===== src/lrs_pkg.sv =====
`timescale 1ns / 1ps
`default_nettype none

package lrs_pkg;

  localparam int unsigned MAX_DIM     = 64;
  localparam int unsigned SIG_ENTRIES = 256;
  localparam int unsigned ACC_W       = 38;
  localparam int unsigned CFG_ADDR_W  = 2;
  localparam int unsigned CFG_DATA_W  = 32;

  localparam logic CMD_LOAD    = 1'b0;
  localparam logic CMD_FEATURE = 1'b1;

  typedef enum logic [CFG_ADDR_W-1:0] {
    REG_DIMENSION  = 2'd0,
    REG_BIAS       = 2'd1,
    REG_RAW_OUTPUT = 2'd2
  } cfg_reg_e;

  // feature beat entering the multiply stage
  typedef struct packed {
    logic signed [15:0] value;
    logic               active;
    logic               last;
    logic               err;
  } feat_t;

  // finished vector sum
  typedef struct packed {
    logic signed [ACC_W-1:0] acc;
    logic                    err;
  } sum_t;

  typedef logic [SIG_ENTRIES-1:0][15:0] sig_table_t;

  // shift-subtract division, elaboration only
  function automatic logic [63:0] udiv64(input logic [63:0] num, input logic [63:0] den);
    logic [63:0] q;
    logic [64:0] r;
    q = '0;
    r = '0;
    for (int i = 63; i >= 0; i--) begin
      r = {r[63:0], num[i]};
      if (r >= {1'b0, den}) begin
        r    = r - {1'b0, den};
        q[i] = 1'b1;
      end
    end
    return q;
  endfunction

  // T[k] = s(k/32) in Q0.16
  function automatic sig_table_t build_sig_table();
    logic [63:0] term;
    logic [63:0] sum;
    logic [63:0] e32;
    logic [63:0] p;
    logic [63:0] den;
    logic [63:0] t;
    sig_table_t  tab;
    term = 64'd1 << 60;
    sum  = term;
    for (int n = 1; n <= 8; n++) begin
      term = udiv64(term >> 5, 64'(n));
      if ((n & 1) != 0) begin
        sum = sum - term;
      end else begin
        sum = sum + term;
      end
    end
    e32 = (sum + (64'd1 << 27)) >> 28;
    p   = 64'd1 << 32;
    for (int k = 0; k < SIG_ENTRIES; k++) begin
      den    = (64'd1 << 32) + p;
      t      = udiv64((64'd1 << 48) + (den >> 1), den);
      tab[k] = t[15:0];
      p      = (p * e32 + (64'd1 << 31)) >> 32;
    end
    return tab;
  endfunction

  localparam sig_table_t SIG_TABLE = build_sig_table();

endpackage

`default_nettype wire


===== src/lrs_coef_mem.sv =====
`timescale 1ns / 1ps
`default_nettype none

module lrs_coef_mem #(
  parameter int unsigned Depth = lrs_pkg::MAX_DIM,
  parameter int unsigned AddrW = (Depth > 1) ? $clog2(Depth) : 1
) (
  input  logic                    clk_i,
  input  logic                    we_i,
  input  logic [AddrW-1:0]        waddr_i,
  input  logic signed [15:0]      wdata_i,
  input  logic                    re_i,
  input  logic [AddrW-1:0]        raddr_i,
  output logic signed [15:0]      rdata_o
);

  logic signed [15:0] mem_q [Depth];
  logic signed [15:0] rdata_q;

  always_ff @(posedge clk_i) begin
    if (we_i) begin
      mem_q[waddr_i] <= wdata_i;
    end
    if (re_i) begin
      rdata_q <= mem_q[raddr_i];
    end
  end

  assign rdata_o = rdata_q;

endmodule

`default_nettype wire


===== src/lrs_mac.sv =====
`timescale 1ns / 1ps
`default_nettype none

module lrs_mac (
  input  logic                  clk_i,
  input  logic                  rst_ni,
  input  logic                  in_valid_i,
  output logic                  in_ready_o,
  input  lrs_pkg::feat_t        in_i,
  input  logic signed [15:0]    coef_i,
  output logic                  out_valid_o,
  input  logic                  out_ready_i,
  output lrs_pkg::sum_t         out_o
);

  import lrs_pkg::*;

  logic                    s2_valid_q;
  logic signed [31:0]      prod_q;
  logic signed [31:0]      prod_d;
  logic                    s2_last_q;
  logic                    s2_err_q;
  logic                    s2_ready;
  logic                    s2_fire;
  logic                    in_fire;
  logic signed [ACC_W-1:0] acc_q;
  logic [ACC_W:0]          sum;
  logic [ACC_W-1:0]        acc_sat;
  logic                    s3_valid_q;
  logic                    s3_ready;
  sum_t                    s3_q;

  assign s3_ready   = !s3_valid_q || out_ready_i;
  assign s2_ready   = !s2_valid_q || !s2_last_q || s3_ready;
  assign s2_fire    = s2_valid_q && s2_ready;
  assign in_ready_o = s2_ready;
  assign in_fire    = in_valid_i && s2_ready;

  always_comb begin
    if (in_i.active) begin
      prod_d = in_i.value * coef_i;
    end else begin
      prod_d = '0;
    end
  end

  assign sum = {acc_q[ACC_W-1], acc_q} + {{(ACC_W + 1 - 32){prod_q[31]}}, prod_q};

  always_comb begin
    if (sum[ACC_W] != sum[ACC_W-1]) begin
      acc_sat = sum[ACC_W] ? {1'b1, {(ACC_W - 1){1'b0}}} : {1'b0, {(ACC_W - 1){1'b1}}};
    end else begin
      acc_sat = sum[ACC_W-1:0];
    end
  end

  always_ff @(posedge clk_i or negedge rst_ni) begin
    if (!rst_ni) begin
      s2_valid_q <= 1'b0;
      s3_valid_q <= 1'b0;
      acc_q      <= '0;
    end else begin
      if (s2_ready) begin
        s2_valid_q <= in_valid_i;
      end
      if (s3_ready) begin
        s3_valid_q <= s2_fire && s2_last_q;
      end
      if (s2_fire) begin
        acc_q <= s2_last_q ? '0 : acc_sat;
      end
    end
  end

  always_ff @(posedge clk_i) begin
    if (in_fire) begin
      prod_q    <= prod_d;
      s2_last_q <= in_i.last;
      s2_err_q  <= in_i.err;
    end
    if (s2_fire && s2_last_q) begin
      s3_q.acc <= acc_sat;
      s3_q.err <= s2_err_q;
    end
  end

  assign out_valid_o = s3_valid_q;
  assign out_o       = s3_q;

  a_acc_clear: assert property (@(posedge clk_i) disable iff (!rst_ni)
    s2_fire && s2_last_q |=> acc_q == '0)
    else $error("accumulator not cleared after end of vector");

endmodule

`default_nettype wire


===== src/lrs_post.sv =====
`timescale 1ns / 1ps
`default_nettype none

module lrs_post (
  input  logic                  clk_i,
  input  logic                  rst_ni,
  input  logic                  in_valid_i,
  output logic                  in_ready_o,
  input  lrs_pkg::sum_t         in_i,
  input  logic signed [31:0]    bias_i,
  input  logic                  raw_i,
  output logic                  out_valid_o,
  input  logic                  out_ready_i,
  output logic [31:0]           score_o,
  output logic                  err_o
);

  import lrs_pkg::*;

  logic               s4_valid_q;
  logic               s4_ready;
  logic signed [31:0] s4_score_q;
  logic               s4_err_q;
  logic [ACC_W:0]     bsum;
  logic               bsum_ovf;
  logic [31:0]        score_d;

  logic               s5_valid_q;
  logic               s5_ready;
  logic [31:0]        s5_score_q;
  logic               s5_neg_q;
  logic               s5_over_q;
  logic [7:0]         s5_k_q;
  logic               s5_err_q;
  logic [32:0]        mag;

  logic               out_valid_q;
  logic               out_ready;
  logic               out_load;
  logic [31:0]        out_score_q;
  logic               out_err_q;
  logic [15:0]        tab;
  logic [16:0]        sig;
  logic [31:0]        out_score_d;

  assign out_ready  = !out_valid_q || out_ready_i;
  assign s5_ready   = !s5_valid_q || out_ready;
  assign s4_ready   = !s4_valid_q || s5_ready;
  assign in_ready_o = s4_ready;
  assign out_load   = s5_valid_q && out_ready;

  // bias add, saturate to 32 bits
  assign bsum     = {in_i.acc[ACC_W-1], in_i.acc} + {{(ACC_W + 1 - 32){bias_i[31]}}, bias_i};
  assign bsum_ovf = !((&bsum[ACC_W:31]) || !(|bsum[ACC_W:31]));

  always_comb begin
    if (bsum_ovf) begin
      score_d = bsum[ACC_W] ? 32'h8000_0000 : 32'h7fff_ffff;
    end else begin
      score_d = bsum[31:0];
    end
  end

  // |x| in Q16.16; bits 18:11 index the table in steps of 1/32
  assign mag = s4_score_q[31] ? (33'd0 - {1'b1, s4_score_q}) : {1'b0, s4_score_q};

  assign tab = SIG_TABLE[s5_k_q];

  always_comb begin
    if (s5_over_q) begin
      sig = s5_neg_q ? 17'd0 : 17'h0ffff;
    end else if (s5_neg_q) begin
      sig = 17'h10000 - {1'b0, tab};
    end else begin
      sig = {1'b0, tab};
    end
    out_score_d = raw_i ? s5_score_q : {15'd0, sig};
  end

  always_ff @(posedge clk_i or negedge rst_ni) begin
    if (!rst_ni) begin
      s4_valid_q  <= 1'b0;
      s5_valid_q  <= 1'b0;
      out_valid_q <= 1'b0;
    end else begin
      if (s4_ready) begin
        s4_valid_q <= in_valid_i;
      end
      if (s5_ready) begin
        s5_valid_q <= s4_valid_q;
      end
      if (out_ready) begin
        out_valid_q <= s5_valid_q;
      end
    end
  end

  always_ff @(posedge clk_i) begin
    if (in_valid_i && s4_ready) begin
      s4_score_q <= score_d;
      s4_err_q   <= in_i.err;
    end
    if (s4_valid_q && s5_ready) begin
      s5_score_q <= s4_score_q;
      s5_neg_q   <= s4_score_q[31];
      s5_over_q  <= |mag[32:19];
      s5_k_q     <= mag[18:11];
      s5_err_q   <= s4_err_q;
    end
    if (out_load) begin
      out_score_q <= out_score_d;
      out_err_q   <= s5_err_q;
    end
  end

  assign out_valid_o = out_valid_q;
  assign score_o     = out_score_q;
  assign err_o       = out_err_q;

  a_sig_range: assert property (@(posedge clk_i) disable iff (!rst_ni)
    out_load && !raw_i |=> out_score_q[31:16] == '0)
    else $error("sigmoid result out of Q0.16 range");

endmodule

`default_nettype wire


===== src/logistic_regression_score_core.sv =====
`timescale 1ns / 1ps
`default_nettype none

// Logistic regression scorer. Load beats (tuser 0) write Q8.8 coefficients into a
// MaxDim-entry store; feature beats (tuser 1) are multiplied by the coefficient at
// their position in the vector and accumulated in Q16.16. The beat with tlast
// closes the vector and yields one result: the biased score saturated to 32 bits,
// or its sigmoid in Q0.16 from a 256-entry table, with tuser flagging a length
// mismatch against the dimension register. One beat is accepted per clock while
// s_axis_tready is high; the single read port of the coefficient store, read at
// accept time, sets that rate. A result passes the input, product, sum, bias,
// table-index and output registers after its last feature beat is accepted. The
// store is not cleared at reset: every coefficient used must be loaded first.
module logistic_regression_score_core #(
  parameter int unsigned MaxDim = lrs_pkg::MAX_DIM
) (
  input  logic                              clk_i,
  input  logic                              rst_ni,
  input  logic                              s_axis_tvalid,
  output logic                              s_axis_tready,
  input  logic [23:0]                       s_axis_tdata,  // index[5:0], value[21:6]
  input  logic                              s_axis_tuser,  // command
  input  logic                              s_axis_tlast,
  output logic                              m_axis_tvalid,
  input  logic                              m_axis_tready,
  output logic [31:0]                       m_axis_tdata,  // score[31:0]
  output logic                              m_axis_tuser,  // length_error
  input  logic                              cfg_valid_i,
  output logic                              cfg_ready_o,
  input  logic [lrs_pkg::CFG_ADDR_W-1:0]    cfg_addr_i,
  input  logic [lrs_pkg::CFG_DATA_W-1:0]    cfg_data_i
);

  import lrs_pkg::*;

  localparam int unsigned AddrW  = (MaxDim > 1) ? $clog2(MaxDim) : 1;
  localparam int unsigned CntMax = 127;

  logic [6:0]         dim_q;
  logic signed [31:0] bias_q;
  logic               raw_q;
  logic [6:0]         cnt_q;
  logic [6:0]         cnt_inc;
  logic               s1_valid_q;
  feat_t              s1_q;
  feat_t              s1_d;
  logic               s1_ready;
  logic [5:0]         idx;
  logic signed [15:0] value;
  logic               is_feat;
  logic               in_fire;
  logic               pos_ok;
  logic               mem_we;
  logic               mem_re;
  logic signed [15:0] coef;
  logic               sum_valid;
  logic               sum_ready;
  sum_t               sum;

  assign cfg_ready_o = 1'b1;

  always_ff @(posedge clk_i or negedge rst_ni) begin
    if (!rst_ni) begin
      dim_q  <= 7'd1;
      bias_q <= '0;
      raw_q  <= 1'b0;
    end else if (cfg_valid_i) begin
      unique case (cfg_reg_e'(cfg_addr_i))
        REG_DIMENSION:  dim_q  <= cfg_data_i[6:0];
        REG_BIAS:       bias_q <= cfg_data_i[31:0];
        REG_RAW_OUTPUT: raw_q  <= cfg_data_i[0];
        default: ;
      endcase
    end
  end

  assign idx     = s_axis_tdata[5:0];
  assign value   = s_axis_tdata[21:6];
  assign is_feat = s_axis_tuser == CMD_FEATURE;

  assign s_axis_tready = !s1_valid_q || s1_ready;
  assign in_fire       = s_axis_tvalid && s_axis_tready;

  assign cnt_inc = (cnt_q == 7'(CntMax)) ? cnt_q : cnt_q + 7'd1;
  assign pos_ok  = (cnt_q < dim_q) && (32'(cnt_q) < MaxDim);
  assign mem_we  = in_fire && !is_feat && (32'(idx) < MaxDim);
  assign mem_re  = in_fire && is_feat && pos_ok;

  always_comb begin
    s1_d.value  = value;
    s1_d.active = pos_ok;
    s1_d.last   = s_axis_tlast;
    s1_d.err    = cnt_inc != dim_q;
  end

  always_ff @(posedge clk_i or negedge rst_ni) begin
    if (!rst_ni) begin
      cnt_q      <= '0;
      s1_valid_q <= 1'b0;
    end else begin
      if (in_fire && is_feat) begin
        cnt_q <= s_axis_tlast ? '0 : cnt_inc;
      end
      if (s_axis_tready) begin
        s1_valid_q <= in_fire && is_feat;
      end
    end
  end

  always_ff @(posedge clk_i) begin
    if (in_fire && is_feat) begin
      s1_q <= s1_d;
    end
  end

  lrs_coef_mem #(
    .Depth (MaxDim),
    .AddrW (AddrW)
  ) u_mem (
    .clk_i   (clk_i),
    .we_i    (mem_we),
    .waddr_i (AddrW'(idx)),
    .wdata_i (value),
    .re_i    (mem_re),
    .raddr_i (AddrW'(cnt_q)),
    .rdata_o (coef)
  );

  lrs_mac u_mac (
    .clk_i       (clk_i),
    .rst_ni      (rst_ni),
    .in_valid_i  (s1_valid_q),
    .in_ready_o  (s1_ready),
    .in_i        (s1_q),
    .coef_i      (coef),
    .out_valid_o (sum_valid),
    .out_ready_i (sum_ready),
    .out_o       (sum)
  );

  lrs_post u_post (
    .clk_i       (clk_i),
    .rst_ni      (rst_ni),
    .in_valid_i  (sum_valid),
    .in_ready_o  (sum_ready),
    .in_i        (sum),
    .bias_i      (bias_q),
    .raw_i       (raw_q),
    .out_valid_o (m_axis_tvalid),
    .out_ready_i (m_axis_tready),
    .score_o     (m_axis_tdata),
    .err_o       (m_axis_tuser)
  );

  a_cnt_clear: assert property (@(posedge clk_i) disable iff (!rst_ni)
    in_fire && is_feat && s_axis_tlast |=> cnt_q == '0)
    else $error("element count not cleared after end of vector");

  a_coef_hold: assert property (@(posedge clk_i) disable iff (!rst_ni)
    s1_valid_q && !s1_ready |=> $stable(coef) && $stable(s1_q))
    else $error("coefficient read lost during stall");

endmodule

`default_nettype wire

===== config.mk =====
export PLATFORM = sky130hd
export DESIGN_NAME = logistic_regression_score_core
export DESIGN_NICKNAME = d
export VERILOG_FILES = /design/src/lrs_pkg.sv /design/src/lrs_coef_mem.sv /design/src/lrs_mac.sv /design/src/lrs_post.sv /design/src/logistic_regression_score_core.sv
export SDC_FILE = /design/constraint.sdc
export NUM_CORES = 2
export LEC_CHECK = 0
export ABC_CLOCK_PERIOD_IN_PS = 7300
export BUFFER_PORTS_ARGS = -buffer_cell sky130_fd_sc_hd__buf_2
export CAP_MARGIN = 40
export CORE_MARGIN = 5
export CORE_UTILIZATION = 45
export CTS_BUF_LIST = sky130_fd_sc_hd__clkbuf_8 sky130_fd_sc_hd__clkbuf_16
export CTS_CLUSTER_DIAMETER = 30
export CTS_CLUSTER_SIZE = 24
export DETAILED_ROUTE_END_ITERATION = 10
export GPL_TIMING_DRIVEN = 1
export SLEW_MARGIN = 20
export SYNTH_ARGS = -nofsm -noshare
export SYNTH_HDL_FRONTEND = slang
export SYNTH_SLANG_ARGS = --single-unit

===== constraint.sdc =====
create_clock -name clk_i -period 7.3 [get_ports clk_i]
set_input_delay 1.095 -clock clk_i [delete_from_list [all_inputs] [get_ports clk_i]]
set_output_delay 1.095 -clock clk_i [all_outputs]
set_load 0.02 [all_outputs]

==> impl_metrics.env <==
export IMPL_period_share=0.937
export IMPL_grt_max_degree=104
export IMPL_rsz0062_at_grt="no"
export IMPL_overflow=0
export IMPL_worstHoldPathType="primary input to async pin"
export IMPL_yosys_cell_types_count=101
export IMPL_fp_dieW_um=403
export IMPL_p_leak_uw=0.0298
export IMPL_crit_path_top_delay_cell="edfxtp_1"
export IMPL_grtUsageMet2=0.365
export IMPL_via_count=41700
export IMPL_synth_main_ff_cell="edfxtp_1"
export IMPL_seqCellArea_um2=39800
export IMPL_synthMuxAreaShare=0.117
export IMPL_worst_slew_pin_slew_ns=0.973
export IMPL_fin_util=0.535
export IMPL_r2r_start="u_mem.rdata_o[4]"
export IMPL_multiInputGateArea_um2=27400
export IMPL_r2r_slack_ns=0.46
export IMPL_syn_to_final_growth_pct=18.5
export IMPL_async_reset_ff_frac=0.0676
export IMPL_max_slew_margin=0.351
export IMPL_first_global_vias=43100
export IMPL_drv_cap=0
export IMPL_whs_ns=0.292
export IMPL_worst_setup_path_type="flip-flop to flip-flop"
export IMPL_r2r_cells=25
export IMPL_clock_sinks=1346
export IMPL_ys_warn_count=0
export IMPL_fin_worst_skew_ns=0.0868
export IMPL_synth_area_leaders="edfxtp_1 (54%), mux4_2 (11%), fa_1 (7.6%)"
export IMPL_synthCells=4765
export IMPL_yosysTopAreaCellShare=0.536
export IMPL_synth_xor_area_frac=0.0139
export IMPL_cp_depth=25
export IMPL_drive_gt1_frac=0.221
export IMPL_syn_mean_instance_area_um2=14.6
export IMPL_critical_path_max_fanout=11
export IMPL_num_nets_final=5578
export IMPL_grt_total_usage=0.214
export IMPL_routed_wl_mm=175
export IMPL_clockBufferDepth=4
export IMPL_crit_start="u_mem.rdata_o[4]"
export IMPL_fin_setup_tns_ns=0
export IMPL_antenna_found_initial=6
export IMPL_grt_pass1_wl_mm=267
export IMPL_synth_compound_area_frac=0.0796
export IMPL_netlist_area_um2=69500
export IMPL_ir_drop_v=0.000665
export IMPL_dieArea_um2=162000
export IMPL_synth_adder_area_share=0.112
export IMPL_num_io_pins=101
export IMPL_met1_usage=0.281
export IMPL_use_met3=0.0351
export IMPL_synth_top_family_by_area="multiplexers"
export IMPL_initial_core_util=0.451
export IMPL_wire_per_inst_um=23.9
export IMPL_dp_hpwl_mm=119
export IMPL_cts_tree="yes"
export IMPL_syn_num_nets=5282
export IMPL_r2r_end="u_mac.prod_q[29]"
export IMPL_netlist_top_cells_count="edfxtp_1 (1240), inv_1 (339), mux4_2 (336)"
export IMPL_rows=144
export IMPL_fill_cells=12500
export IMPL_cts_setup_buffers=0
export IMPL_root_buffer="clkbuf_16"
export IMPL_clkTransAtPathRegs_ns=0.04
export IMPL_fin_ws_ns=0.457
export IMPL_synth_edf_count=1240
export IMPL_drc=0
export IMPL_clk_latency_ns=0.89
export IMPL_synth_simple_area_share=0.0709
export IMPL_p_per_area_nw_per_um2=482
export IMPL_place_congestion=0.913
export IMPL_crit_end="u_mac.prod_q[29]"
export IMPL_port_buffers=97
export IMPL_drt_antenna_violating_nets=0
export IMPL_cpLargestDelayFamily="adder cells"
export IMPL_critPathBufInv=7
export IMPL_drtPass1Iterations=6
export IMPL_arrival_ns=7.53
export IMPL_first_iter_violations=3355
export IMPL_max_freq_mhz=146
export IMPL_dp_slack_ns=0.368
export IMPL_viasPerCell=5.70
export IMPL_setup_viol_count_final=0
export IMPL_synth_most_common_cell="edfxtp_1"
export IMPL_fp_dieH_um=403
export IMPL_grt_busiest_layer="met2"
export IMPL_cts_made_buffers=278
export IMPL_p_total_uw=39700
export IMPL_cp_end_kind="flip-flop"
export IMPL_h_tree_depth=5
export IMPL_ys_ff_latch=1346
export IMPL_hold_violations=0
export IMPL_crit_top_cell="fa_1"
export IMPL_yosysTopAreaCell="edfxtp_1"
export IMPL_cp_data_required_time_ns=7.98
export IMPL_cpPeakStageDelay_ns=0.58
export IMPL_startpoint_type="flip-flop"
export IMPL_period_minus_slack_ns=6.84
export IMPL_drv_slew=0
export IMPL_outcome="completed"
export IMPL_core_area_um2=154000
export IMPL_ys_seq_area_frac=0.573
[layer usage]
layer | up-vias | wire [um]
li1 | 18700 | -
met4 | 0 | 5260
met2 | 1281 | 88000
met3 | 334 | 9340
met5 | - | 0
met1 | 21400 | 72500
[cells in the final DEF, fill, tap and decap left out, types with 15 or more instances in the layout]
cell type,instances
clkinv_4,20
mux4_2,336
o21ai_0,157
dfrtp_1,86
nand2b_1,28
a31oi_1,38
a21o_1,39
and2_1,157
o21ai_2,29
a21oi_1,184
o21ai_1,25
clkinvlp_4,35
or3_1,26
bufinv_16,33
clkbuf_16,283
nor3_1,44
clkinv_1,35
buf_4,153
dfxtp_1,15
edfxtp_1,1240
o21a_1,24
inv_1,358
nand2_1,324
and3_1,16
o211ai_1,70
inv_6,20
nor2b_1,15
mux2_2,39
buf_12,17
xor2_1,41
ha_1,188
nor2_1,289
buf_2,96
xnor2_1,67
nand3_1,58
fa_1,264
a211oi_1,42
clkinv_2,32
o22ai_1,27
[power by group]
group / leakage [uW] / total [uW] / switching, uW / internal, uW
sequential: 0.0125 / 9910 / 335 / 9570
combinational: 0.0129 / 17600 / 10100 / 7520
clock: 0.00446 / 12200 / 3960 / 8240
total: 0.0298 / 39700 / 14400 / 25300
[worst register-to-register path, stage by stage, from the launching register on]
cell	delay (ns)
edfxtp_1	0.58
buf_4	0.26
and2_1	0.17
fa_1	0.53
inv_1	0.05
fa_1	0.41
fa_1	0.56
inv_1	0.07
fa_1	0.49
fa_1	0.49
inv_1	0.05
fa_1	0.48
inv_1	0.04
ha_1	0.35
and2_1	0.21
or2_2	0.28
a21oi_1	0.14
o21ai_0	0.12
a2111oi_0	0.30
buf_4	0.20
nor3_1	0.05
a221o_1	0.29
o31ai_1	0.20
buf_4	0.16
nand2_1	0.05
a21oi_1	0.16
[flip-flops by register name (all words and copies together) (netlist names), 7 cells and up]
name / cells
u_mem.mem_q: 1024
u_mac.out_o: 39
u_mac.acc_q: 38
bias_q: 32
u_mac.prod_q: 32
u_post.s4_score_q: 32
u_post.score_o: 32
u_post.s5_score_q: 31
s1_q: 19
u_mem.rdata_o: 16
u_post.tab: 15
u_post.s5_k_q: 8
cnt_q: 7
dim_q: 7
[cell type report]
class                   count  area share
repair buffers            273      0.0253
flip-flops and latches   1346       0.484
inverters                 345      0.0157
clock buffers             288      0.0869
clock inverters           195      0.0242
multi-input cells        2817       0.333
well taps                2044      0.0311
diodes                      3   0.0000912
[stage by stage]
step / cells / cell area, um2
6_report: 7311 / 82300
5_1_grt: 7309 / 82300
2_1_floorplan: 4765 / 69500
3_3_place_gp: 6803 / 72800
4_1_cts: 7308 / 82300
3_5_place_dp: 6825 / 73200
[what timing repair did]
item	in CTS	in global routing
gates resized for setup	0	1
hold buffers	0	0
endpoints found under the setup margin	0	2
hold endpoints to repair	0	0
[kinds of logic after synthesis]
kind of cell,Yosys count
AND/OR/NAND/NOR,1031
AO/OA/AOI/OAI,826
multiplexers,384
adder cells (fa/ha/maj),466
flip-flops,1346
buffers and inverters,602
other,1
XOR/XNOR,109
[worst min-delay path by stage]
stage / end / slack [ns]
3_5_place_dp: u_mac.s2_last_q / 0.41
2_1_floorplan: u_mac.out_o[0] / 0.40
3_3_place_gp: u_post.s5_err_q / 0.41
5_1_grt: u_mac.acc_q[36] / 0.31
4_1_cts: u_mac.acc_q[36] / 0.26
6_report: u_mac.acc_q[36] / 0.29
Power figures use the tool's default switching activity.
